[src/fha_pkg.sv]
package fha_pkg;

   localparam int FREE_ENTRIES_DEF = 16;
   localparam int USED_ENTRIES_DEF = 16;
   localparam int ADDR_BITS_DEF    = 11;
   localparam int TAG_BITS_DEF     = 8;
   localparam int OUT_BITS         = 11;

   localparam logic CMD_ALLOC = 1'b0;
   localparam logic CMD_FREE  = 1'b1;

   localparam logic [1:0] MODE_FIRST = 2'd0;
   localparam logic [1:0] MODE_BEST  = 2'd1;
   localparam logic [1:0] MODE_NEXT  = 2'd2;

   localparam logic [1:0] ST_OK      = 2'd0;
   localparam logic [1:0] ST_NO_FIT  = 2'd1;
   localparam logic [1:0] ST_NO_TAG  = 2'd2;
   localparam logic [1:0] ST_FULL    = 2'd3;

   localparam int RESET_BLOCKS = 4;
   localparam int RST_START [RESET_BLOCKS] = '{0, 500, 1250, 1600};
   localparam int RST_LEN   [RESET_BLOCKS] = '{500, 750, 350, 400};

   typedef enum logic [2:0] {
      S_IDLE,
      S_SCAN,
      S_DECIDE,
      S_SHIFT,
      S_DONE
   } state_type;

   // ring operation that all cells of one ring apply together
   typedef enum logic [1:0] {
      OP_HOLD,
      OP_ROT
   } op_type;

endpackage

[src/fha_free_cell.sv]
module fha_free_cell import fha_pkg::*; #(
   parameter int ADDR_BITS = ADDR_BITS_DEF,
   parameter int RST_IDX   = 0
) (
   input  logic                 clock,
   input  logic                 reset,
   input  op_type               op,
   input  logic                 prev_live,
   input  logic [ADDR_BITS-1:0] prev_start,
   input  logic [ADDR_BITS-1:0] prev_len,
   output logic                 live,
   output logic [ADDR_BITS-1:0] start,
   output logic [ADDR_BITS-1:0] len
);

   logic                 live_ff, live_in;
   logic [ADDR_BITS-1:0] start_ff, start_in, len_ff, len_in;

   always_comb begin
      live_in  = live_ff;
      start_in = start_ff;
      len_in   = len_ff;
      case (op)
         OP_ROT: begin
            live_in  = prev_live;
            start_in = prev_start;
            len_in   = prev_len;
         end
         default: ;
      endcase
   end

   always_ff @(posedge clock) begin
      if (reset) begin
         live_ff <= (RST_IDX < RESET_BLOCKS);
         start_ff <= (RST_IDX < RESET_BLOCKS) ? ADDR_BITS'(RST_START[RST_IDX % RESET_BLOCKS])
                                               : '0;
         len_ff <= (RST_IDX < RESET_BLOCKS) ? ADDR_BITS'(RST_LEN[RST_IDX % RESET_BLOCKS]) : '0;
      end else begin
         live_ff  <= live_in;
         start_ff <= start_in;
         len_ff   <= len_in;
      end
   end

   assign live  = live_ff;
   assign start = start_ff;
   assign len   = len_ff;

endmodule

[src/fha_used_cell.sv]
module fha_used_cell import fha_pkg::*; #(
   parameter int ADDR_BITS = ADDR_BITS_DEF,
   parameter int TAG_BITS  = TAG_BITS_DEF
) (
   input  logic                 clock,
   input  logic                 reset,
   input  op_type               op,
   input  logic                 prev_live,
   input  logic [TAG_BITS-1:0]  prev_tag,
   input  logic [ADDR_BITS-1:0] prev_start,
   input  logic [ADDR_BITS-1:0] prev_len,
   output logic                 live,
   output logic [TAG_BITS-1:0]  tag,
   output logic [ADDR_BITS-1:0] start,
   output logic [ADDR_BITS-1:0] len
);

   logic                 live_ff, live_in;
   logic [TAG_BITS-1:0]  tag_ff, tag_in;
   logic [ADDR_BITS-1:0] start_ff, start_in, len_ff, len_in;

   always_comb begin
      live_in  = live_ff;
      tag_in   = tag_ff;
      start_in = start_ff;
      len_in   = len_ff;
      case (op)
         OP_ROT: begin
            live_in  = prev_live;
            tag_in   = prev_tag;
            start_in = prev_start;
            len_in   = prev_len;
         end
         default: ;
      endcase
   end

   always_ff @(posedge clock) begin
      if (reset) begin
         live_ff <= 1'b0;
      end else begin
         live_ff <= live_in;
      end
   end

   always_ff @(posedge clock) begin
      tag_ff   <= tag_in;
      start_ff <= start_in;
      len_ff   <= len_in;
   end

   assign live  = live_ff;
   assign tag   = tag_ff;
   assign start = start_ff;
   assign len   = len_ff;

endmodule

[src/fit_heap_allocator.sv]
// channel | dir | handshake            | payload
// req     | in  | req_valid/req_ready  | req_cmd, req_fit_mode, req_req_size, req_tag
// rsp     | out | rsp_valid/rsp_ready  | rsp_status, rsp_block_addr, rsp_block_len
// Both tables are rings of cells that rotate one place a cycle during a scan or shift pass;
// slot 0 is the head. A request runs a scan pass (one full rotation), a decide step,
// a shift pass (one full rotation that deletes or inserts in order), then the result.
// Reset (synchronous) loads the four initial free blocks at once; no clearing pass.
// A result held by rsp_ready keeps the block in its last state; the next request waits.
module fit_heap_allocator import fha_pkg::*; #(
   parameter int FREE_ENTRIES = FREE_ENTRIES_DEF,
   parameter int USED_ENTRIES = USED_ENTRIES_DEF,
   parameter int ADDR_BITS    = ADDR_BITS_DEF,
   parameter int TAG_BITS     = TAG_BITS_DEF
) (
   input  logic                 clock,
   input  logic                 reset,
   input  logic                 req_valid,
   output logic                 req_ready,
   input  logic                 req_cmd,
   input  logic [1:0]           req_fit_mode,
   input  logic [ADDR_BITS-1:0] req_req_size,
   input  logic [TAG_BITS-1:0]  req_tag,
   output logic                 rsp_valid,
   input  logic                 rsp_ready,
   output logic [1:0]           rsp_status,
   output logic [OUT_BITS-1:0]  rsp_block_addr,
   output logic [OUT_BITS-1:0]  rsp_block_len
);

   localparam int NMAX = (FREE_ENTRIES > USED_ENTRIES) ? FREE_ENTRIES : USED_ENTRIES;
   localparam int CW   = $clog2(NMAX + 1);
   localparam int FW   = $clog2(FREE_ENTRIES + 1);
   localparam int UW   = $clog2(USED_ENTRIES + 1);

   state_type state_ff, state_in;
   logic [CW-1:0] cnt_ff, cnt_in;

   logic                 cmd_ff;
   logic [1:0]           mode_ff;
   logic [ADDR_BITS-1:0] size_ff;
   logic [TAG_BITS-1:0]  tag_ff;
   logic [ADDR_BITS-1:0] hw_ff;

   // scan results
   logic                 fpick_ff;
   logic [FW-1:0]        fidx_ff;
   logic [ADDR_BITS-1:0] fstart_ff, flen_ff;
   logic                 uhit_ff;
   logic [UW-1:0]        uidx_ff;
   logic [ADDR_BITS-1:0] ustart_ff, ulen_ff;
   logic [FW-1:0]        nf_ff;
   logic [UW-1:0]        nu_ff;

   // decision
   logic [1:0]           st_ff;
   logic                 fdo_ff, udo_ff;       // touch table
   logic                 frem_ff, urem_ff;     // remove (else insert/update)
   logic                 fins_ff;              // free insert of a new entry
   logic [ADDR_BITS-1:0] fnstart_ff, fnlen_ff;
   logic [ADDR_BITS-1:0] oaddr_ff, olen_ff;

   // carry that rides along the ring during an ordered insert
   logic                 fc_live_ff, uc_live_ff;
   logic [ADDR_BITS-1:0] fc_start_ff, fc_len_ff, uc_start_ff, uc_len_ff;
   logic [TAG_BITS-1:0]  uc_tag_ff;
   logic                 fdone_ff, udone_ff;   // insert already placed this pass

   logic                 rsp_valid_ff;
   logic [1:0]           rsp_status_ff;
   logic [OUT_BITS-1:0]  rsp_addr_ff, rsp_len_ff;

   op_type f_op, u_op;

   logic                 f_live [FREE_ENTRIES];
   logic [ADDR_BITS-1:0] f_start [FREE_ENTRIES];
   logic [ADDR_BITS-1:0] f_len [FREE_ENTRIES];
   logic                 u_live [USED_ENTRIES];
   logic [TAG_BITS-1:0]  u_tag [USED_ENTRIES];
   logic [ADDR_BITS-1:0] u_start [USED_ENTRIES];
   logic [ADDR_BITS-1:0] u_len [USED_ENTRIES];

   // value written into the tail cell on a rotation
   logic                 ft_live, ut_live;
   logic [ADDR_BITS-1:0] ft_start, ft_len, ut_start, ut_len;
   logic [TAG_BITS-1:0]  ut_tag;

   // ring: cell i takes from cell i+1, the tail takes the tail value
   for (genvar i = 0; i < FREE_ENTRIES; i++) begin : g_free
      localparam int P = (i + 1) % FREE_ENTRIES;
      localparam bit TAIL = (i == FREE_ENTRIES - 1);
      fha_free_cell #(.ADDR_BITS(ADDR_BITS), .RST_IDX(i)) u_cell (
         .clock, .reset, .op(f_op),
         .prev_live(TAIL ? ft_live : f_live[P]),
         .prev_start(TAIL ? ft_start : f_start[P]),
         .prev_len(TAIL ? ft_len : f_len[P]),
         .live(f_live[i]), .start(f_start[i]), .len(f_len[i]));
   end

   for (genvar i = 0; i < USED_ENTRIES; i++) begin : g_used
      localparam int P = (i + 1) % USED_ENTRIES;
      localparam bit TAIL = (i == USED_ENTRIES - 1);
      fha_used_cell #(.ADDR_BITS(ADDR_BITS), .TAG_BITS(TAG_BITS)) u_cell (
         .clock, .reset, .op(u_op),
         .prev_live(TAIL ? ut_live : u_live[P]),
         .prev_tag(TAIL ? ut_tag : u_tag[P]),
         .prev_start(TAIL ? ut_start : u_start[P]),
         .prev_len(TAIL ? ut_len : u_len[P]),
         .live(u_live[i]), .tag(u_tag[i]), .start(u_start[i]), .len(u_len[i]));
   end

   // head views
   logic                 fh_live, uh_live;
   logic [ADDR_BITS-1:0] fh_start, fh_len, uh_start, uh_len;
   logic [TAG_BITS-1:0]  uh_tag;
   assign fh_live  = f_live[0];
   assign fh_start = f_start[0];
   assign fh_len   = f_len[0];
   assign uh_live  = u_live[0];
   assign uh_tag   = u_tag[0];
   assign uh_start = u_start[0];
   assign uh_len   = u_len[0];

   logic f_rot_now, u_rot_now;
   assign f_rot_now = (cnt_ff < CW'(FREE_ENTRIES));
   assign u_rot_now = (cnt_ff < CW'(USED_ENTRIES));

   // head index during a pass equals cnt (ring returns to place after depth steps)
   logic [FW-1:0] fpos;
   logic [UW-1:0] upos;
   logic          f_last, u_last;
   assign fpos   = FW'(cnt_ff);
   assign upos   = UW'(cnt_ff);
   assign f_last = (fpos == FW'(FREE_ENTRIES - 1));
   assign u_last = (upos == UW'(USED_ENTRIES - 1));

   // next state
   always_comb begin
      state_in = state_ff;
      cnt_in   = cnt_ff;
      unique case (state_ff)
         S_IDLE: begin
            if (req_valid) begin
               state_in = S_SCAN;
               cnt_in   = '0;
            end
         end
         S_SCAN: begin
            cnt_in = cnt_ff + 1'b1;
            if (cnt_ff == CW'(NMAX - 1)) begin
               state_in = S_DECIDE;
            end
         end
         S_DECIDE: begin
            state_in = S_SHIFT;
            cnt_in   = '0;
         end
         S_SHIFT: begin
            cnt_in = cnt_ff + 1'b1;
            if (cnt_ff == CW'(NMAX - 1)) begin
               state_in = S_DONE;
            end
         end
         S_DONE: begin
            if (!rsp_valid_ff || rsp_ready) begin
               state_in = S_IDLE;
            end
         end
         default: state_in = S_IDLE;
      endcase
   end

   // outputs to the rings
   always_comb begin
      f_op = OP_HOLD;
      u_op = OP_HOLD;
      unique case (state_ff)
         S_SCAN, S_SHIFT: begin
            if (f_rot_now) f_op = OP_ROT;
            if (u_rot_now) u_op = OP_ROT;
         end
         default: ;
      endcase
   end

   // insert position: first live entry with start >= new start, or first dead one
   logic f_here, u_here;
   assign f_here = fins_ff && !fdone_ff && (!fh_live || !(fh_start < fnstart_ff));
   assign u_here = !urem_ff && !udone_ff && (!uh_live || !(uh_start < oaddr_ff));

   // what the tail gets at pass position k becomes entry k after the pass
   always_comb begin
      ft_live = fh_live; ft_start = fh_start; ft_len = fh_len;
      if (state_ff == S_SHIFT && fdo_ff) begin
         if (frem_ff) begin
            if (!(fpos < fidx_ff)) begin
               ft_live = f_last ? 1'b0 : f_live[1];
               ft_start = f_start[1]; ft_len = f_len[1];
            end
         end else if (fins_ff) begin
            if (f_here || fdone_ff) begin
               ft_live = fc_live_ff; ft_start = fc_start_ff; ft_len = fc_len_ff;
            end
         end else if (fpos == fidx_ff) begin
            ft_start = fnstart_ff; ft_len = fnlen_ff;
         end
      end
   end

   always_comb begin
      ut_live = uh_live; ut_tag = uh_tag; ut_start = uh_start; ut_len = uh_len;
      if (state_ff == S_SHIFT && udo_ff) begin
         if (urem_ff) begin
            if (!(upos < uidx_ff)) begin
               ut_live = u_last ? 1'b0 : u_live[1]; ut_tag = u_tag[1];
               ut_start = u_start[1]; ut_len = u_len[1];
            end
         end else if (u_here || udone_ff) begin
            ut_live = uc_live_ff; ut_tag = uc_tag_ff;
            ut_start = uc_start_ff; ut_len = uc_len_ff;
         end
      end
   end

   // scan
   logic [FW-1:0] f_cnt_live;
   logic [UW-1:0] u_cnt_live;
   always_comb begin
      f_cnt_live = '0;
      u_cnt_live = '0;
      for (int i = 0; i < FREE_ENTRIES; i++) f_cnt_live += FW'(f_live[i]);
      for (int i = 0; i < USED_ENTRIES; i++) u_cnt_live += UW'(u_live[i]);
   end

   logic fit;
   assign fit = fh_live && !(fh_len < size_ff);

   // free table is address ordered, so next fit is the first fit at or above hw
   always_ff @(posedge clock) begin
      if (state_ff == S_IDLE && req_valid) begin
         cmd_ff  <= req_cmd;
         mode_ff <= req_fit_mode;
         size_ff <= req_req_size;
         tag_ff  <= req_tag;
         fpick_ff <= 1'b0;
         uhit_ff  <= 1'b0;
         nf_ff <= f_cnt_live;
         nu_ff <= u_cnt_live;
      end else if (state_ff == S_SCAN) begin
         if (f_rot_now && fit) begin
            if (mode_ff == MODE_BEST) begin
               if (!fpick_ff || fh_len < flen_ff) begin
                  fpick_ff <= 1'b1; fidx_ff <= fpos;
                  fstart_ff <= fh_start; flen_ff <= fh_len;
               end
            end else if (!fpick_ff && (mode_ff != MODE_NEXT || !(fh_start < hw_ff))) begin
               fpick_ff <= 1'b1; fidx_ff <= fpos;
               fstart_ff <= fh_start; flen_ff <= fh_len;
            end
         end
         if (u_rot_now && uh_live && !uhit_ff && uh_tag == tag_ff) begin
            uhit_ff <= 1'b1; uidx_ff <= upos;
            ustart_ff <= uh_start; ulen_ff <= uh_len;
         end
      end
   end

   // decide
   logic [1:0]           d_st;
   logic                 d_fdo, d_udo, d_frem, d_urem, d_fins;
   logic [ADDR_BITS-1:0] d_fns, d_fnl, d_oa, d_ol;
   always_comb begin
      d_st = ST_OK; d_fdo = 1'b0; d_udo = 1'b0; d_frem = 1'b0; d_urem = 1'b0;
      d_fins = 1'b0; d_fns = fstart_ff + size_ff; d_fnl = flen_ff - size_ff;
      d_oa = '0; d_ol = '0;
      if (cmd_ff == CMD_ALLOC) begin
         if (nu_ff == UW'(USED_ENTRIES)) begin
            d_st = ST_FULL;
         end else if (size_ff == '0 || !fpick_ff) begin
            d_st = ST_NO_FIT;
         end else begin
            d_fdo = 1'b1; d_udo = 1'b1;
            d_frem = (flen_ff == size_ff);
            d_oa = fstart_ff; d_ol = size_ff;
         end
      end else begin
         if (!uhit_ff) begin
            d_st = ST_NO_TAG;
         end else if (nf_ff == FW'(FREE_ENTRIES)) begin
            d_st = ST_FULL;
         end else begin
            d_fdo = 1'b1; d_udo = 1'b1; d_urem = 1'b1; d_fins = 1'b1;
            d_fns = ustart_ff; d_fnl = ulen_ff;
            d_oa = ustart_ff; d_ol = ulen_ff;
         end
      end
   end

   always_ff @(posedge clock) begin
      if (reset) begin
         hw_ff <= '0;
      end else if (state_ff == S_DECIDE && cmd_ff == CMD_ALLOC && d_st == ST_OK) begin
         if (hw_ff < d_fns) hw_ff <= d_fns;
      end
   end

   always_ff @(posedge clock) begin
      if (state_ff == S_DECIDE) begin
         st_ff <= d_st; fdo_ff <= d_fdo; udo_ff <= d_udo;
         frem_ff <= d_frem; urem_ff <= d_urem; fins_ff <= d_fins;
         fnstart_ff <= d_fns; fnlen_ff <= d_fnl;
         oaddr_ff <= d_oa; olen_ff <= d_ol;
      end
   end

   always_ff @(posedge clock) begin
      if (state_ff == S_DECIDE) begin
         fc_live_ff <= 1'b1; fc_start_ff <= d_fns; fc_len_ff <= d_fnl;
         uc_live_ff <= 1'b1; uc_tag_ff <= tag_ff;
         uc_start_ff <= d_oa; uc_len_ff <= d_ol;
         fdone_ff <= 1'b0; udone_ff <= 1'b0;
      end else if (state_ff == S_SHIFT) begin
         if (f_rot_now && fdo_ff && fins_ff && (f_here || fdone_ff)) begin
            fc_live_ff <= fh_live; fc_start_ff <= fh_start; fc_len_ff <= fh_len;
            fdone_ff <= 1'b1;
         end
         if (u_rot_now && udo_ff && !urem_ff && (u_here || udone_ff)) begin
            uc_live_ff <= uh_live; uc_tag_ff <= uh_tag;
            uc_start_ff <= uh_start; uc_len_ff <= uh_len;
            udone_ff <= 1'b1;
         end
      end
   end

   always_ff @(posedge clock) begin
      if (reset) begin
         state_ff <= S_IDLE;
         cnt_ff   <= '0;
         rsp_valid_ff <= 1'b0;
      end else begin
         state_ff <= state_in;
         cnt_ff   <= cnt_in;
         if (state_ff == S_DONE && (!rsp_valid_ff || rsp_ready)) begin
            rsp_valid_ff <= 1'b1;
         end else if (rsp_ready) begin
            rsp_valid_ff <= 1'b0;
         end
      end
   end

   always_ff @(posedge clock) begin
      if (state_ff == S_DONE && (!rsp_valid_ff || rsp_ready)) begin
         rsp_status_ff <= st_ff;
         rsp_addr_ff   <= OUT_BITS'(oaddr_ff);
         rsp_len_ff    <= OUT_BITS'(olen_ff);
      end
   end

   assign req_ready      = (state_ff == S_IDLE);
   assign rsp_valid      = rsp_valid_ff;
   assign rsp_status     = rsp_status_ff;
   assign rsp_block_addr = rsp_addr_ff;
   assign rsp_block_len  = rsp_len_ff;

endmodule

[config.mk]
export PLATFORM = sky130hd
export DESIGN_NAME = fit_heap_allocator
export DESIGN_NICKNAME = d
export VERILOG_FILES = /design/src/fha_pkg.sv /design/src/fha_free_cell.sv /design/src/fha_used_cell.sv /design/src/fit_heap_allocator.sv
export SDC_FILE = /design/constraint.sdc
export NUM_CORES = 2
export LEC_CHECK = 0
export BUFFER_PORTS_ARGS = -buffer_cell sky130_fd_sc_hd__buf_2
export CAP_MARGIN = 30
export CORE_UTILIZATION = 56
export CTS_CLUSTER_SIZE = 14
export DETAILED_ROUTE_END_ITERATION = 7
export PLACE_DENSITY = 0.75
export SYNTH_ARGS = -nofsm -noshare
export SYNTH_HDL_FRONTEND = slang
export SYNTH_SLANG_ARGS = --single-unit
[constraint.sdc]
create_clock -name clock -period 8 [get_ports clock]
set_input_delay 0.8 -clock clock [delete_from_list [all_inputs] [get_ports clock]]
set_output_delay 0.8 -clock clock [all_outputs]
set_load 0.03 [all_outputs]
==> results.cfg <==
[logic_synthesis]
synth_edf_count = 691
syn-num-nets = 3664
synth_seq_area_share = 0.693
synth_flop_cell = edfxtp_1
yosysUniqueCellTypes = 69
synthArstFlopShare = 0
avgSynthCellArea_um2 = 11.9
ys_ff_latch = 1101
mappedNetlistArea_um2 = 41800
synth_cells = 3515
synth_top_area_share = 0.497
synth_area_leaders = edfxtp_1 50%, dfxtp_1 20%, nand2_1 8.5%
yosys.cell_count.top_type = nand2_1
synth_area_leader_cell = edfxtp_1
synth_warnings = 0
synthTopCellsByCount = 946 x nand2_1, 691 x edfxtp_1, 417 x a21oi_1

[clocking]
postCtsHoldBufs = 0
clock_latency_ns = 0.70
numCtsBuffers = 105
post_cts_buffers = 0
cts.sinks = 1101
htreeDepth = 3
cts_buffer_depth = 3
clkTransAtPathRegs_ns = 0.06
cts_tree = built
ctsResizeCount = 0
cts-root-buf = clkbuf_16

[worst_setup_path]
critPathLaunchType = flip-flop
end_kind = flip-flop
critical_path.max_fanout = 19
worst_ep_required_time_ns = 8.53
regToRegSetupSlack_ns = 4.04
r2r_start = size_ff[0]$_DFFE_PP_
worstSetupPathType = flip-flop to flip-flop
cp_data_arrival_time_ns = 4.50
r2r-end = hw_ff[7]$_SDFFE_PP0P_
ff2ff_path_depth = 18

[grt]
overflow = 0
grt.total_usage = 0.217
grt_pass1_vias = 24200
antenna_found_initial = 1
grt_pass1_wl_mm = 130
grt_max_degree = 222

[sta]
hold_viol = 0
slew_headroom = 0.327
min_period_over_period = 0.495
worst_pin_slew_ns = 1.01
finalSetupViolCount = 0
maxClockFrequency_mhz = 252
rsz0062_at_grt = no
slew_violations = 0
fin_crit_ns = 3.96
fin_skew_ns = 0.0572
setup_tns_ns = 0

[outcome]
outcome = completed

[detailed_routing]
drc = 0
via_per_inst = 5.63
ant_nets = 0
drt_iter0_drc = 2467
wl_per_cell_um = 17.9
wirelength_mm = 81.4
via_count = 25700
drt_pass1_iterations = 6

[hold_path]
whs_endpoint = tag_ff[5]$_DFFE_PP_
worst_hold_startpoint = req_tag[5]
worst_hold_path.num_cells = 1
hold_path.class = input pin to flip-flop

[cells_and_area]
drive_gt1_frac = 0.0772
final_util = 0.630
fillers = 5416
area_delta_synth_final_pct = 10.8
stdcell_count = 4561
nNetsFinal = 3662

[power]
p_leak_uw = 0.0164
ir_drop_uv = 219
power_density_nw_per_um2 = 253

[die]
dieArea_um2 = 75700
core_um2 = 73500
die_w_um = 275
rows = 99
ioPinCount = 52
die_height_um = 275
initial_core_util = 0.569

[placement]
place_congestion = 0.929
io_buffers = 51
dp_hpwl_mm = 49.0
dp_cells = 4362

[run]
maxCapViolations = 0
## metal layers
metal  routed length, um  vias up  track usage
li1                    -    12400            -
met1               35500    12500        0.301
met2               38700      695        0.344
met3                4530      150       0.0340
met4                2650        0       0.0840
met5                   0        -            0
## where the power goes
group          leakage, uW  switching (uW)  internal, uW  total [uW]
Clock              0.00166            2100          2710        4800
Sequential         0.00982             111          6270        6380
Combinational      0.00492             368           155         522
## flip-flops by register name (all words and copies together) (netlist names), 16 cells and up
register / cells
g_used.u_cell.start: 176
g_free.u_cell.len: 176
g_free.u_cell.start: 176
g_used.u_cell.tag: 128
g_used.u_cell.live: 16
g_free.u_cell.live: 16
g_used.u_cell.len: 176
## through the flow
step	setup slack [ns]	total power, uW	instance area, um2	hold slack (ns)
final	4.04	11700	46300	0.284
after global routing	3.56	12100	46300	0.259
after CTS	4.03	11800	46200	0.252
after floorplan	0.553	6870	41800	0.400
after global placement	4.14	6990	42800	0.400
after detailed placement	4.05	7010	42800	0.405
## worst max-delay path by stage
stage                             startpoint                                      end  slack, ns
floorplan           state_ff[0]$_SDFFE_PP0P_        g_used[0].u_cell.len[0]$_DFFE_PP_       0.55
global placement    state_ff[0]$_SDFFE_PP0P_  g_free[15].u_cell.start[0]$_SDFFE_PP0P_       4.14
detailed placement  state_ff[0]$_SDFFE_PP0P_  g_free[15].u_cell.start[0]$_SDFFE_PP0P_       4.05
CTS                 state_ff[0]$_SDFFE_PP0P_  g_free[15].u_cell.start[0]$_SDFFE_PP0P_       4.03
global route            size_ff[0]$_DFFE_PP_                    hw_ff[2]$_SDFFE_PP0P_       3.56
finish                  size_ff[0]$_DFFE_PP_                    hw_ff[7]$_SDFFE_PP0P_       4.04
## cell usage in the layout, fill, tap and decap left out, types with 32 or more instances in the layout
cell type and instances:
ha_1 101, nor2_1 78, a21oi_1 417, clkbuf_16 105, inv_1 122, edfxtp_1 691, nand3b_1 40, buf_4 32
nand2_1 944, dfxtp_1 410, buf_2 50, nand3_1 43, o21ai_0 72
## cell families after synthesis
family / Yosys count / synth area share
compound gates: 726 / 0.106
xor+xnor: 26 / 0.00545
fa+ha+maj: 123 / 0.0408
buf+inv: 326 / 0.0311
flops: 1101 / 0.693
mux: 36 / 0.00883
simple gates: 1177 / 0.115
## critical path, stage by stage, from the launching register on
cell and delay [ns]:
edfxtp_1 0.44, ha_1 0.22, inv_1 0.06, fa_1 0.40
nor2b_1 0.19, o211ai_1 0.15, a21oi_1 0.20, nor2_1 0.06
o21ai_0 0.23, o21ai_0 0.22, ha_1 0.34, a21oi_1 0.14
nor2b_1 0.06, o21ai_0 0.15, nand3_1 0.11, nor4b_2 0.27
buf_4 0.28, mux2i_1 0.21, nor2_1 0.05
## cell type report
cell class,instances,area [um2],share of cell area
clock inverters,55,512,0.0111
multi-input cells,2088,11600,0.250
flip-flops and latches,1101,29000,0.625
well taps,959,1200,0.0259
diodes,2,5.00,0.000108
inverters,126,482,0.0104
repair buffers,91,688,0.0149
clock buffers,139,2880,0.0621
Power figures use the tool's default switching activity.
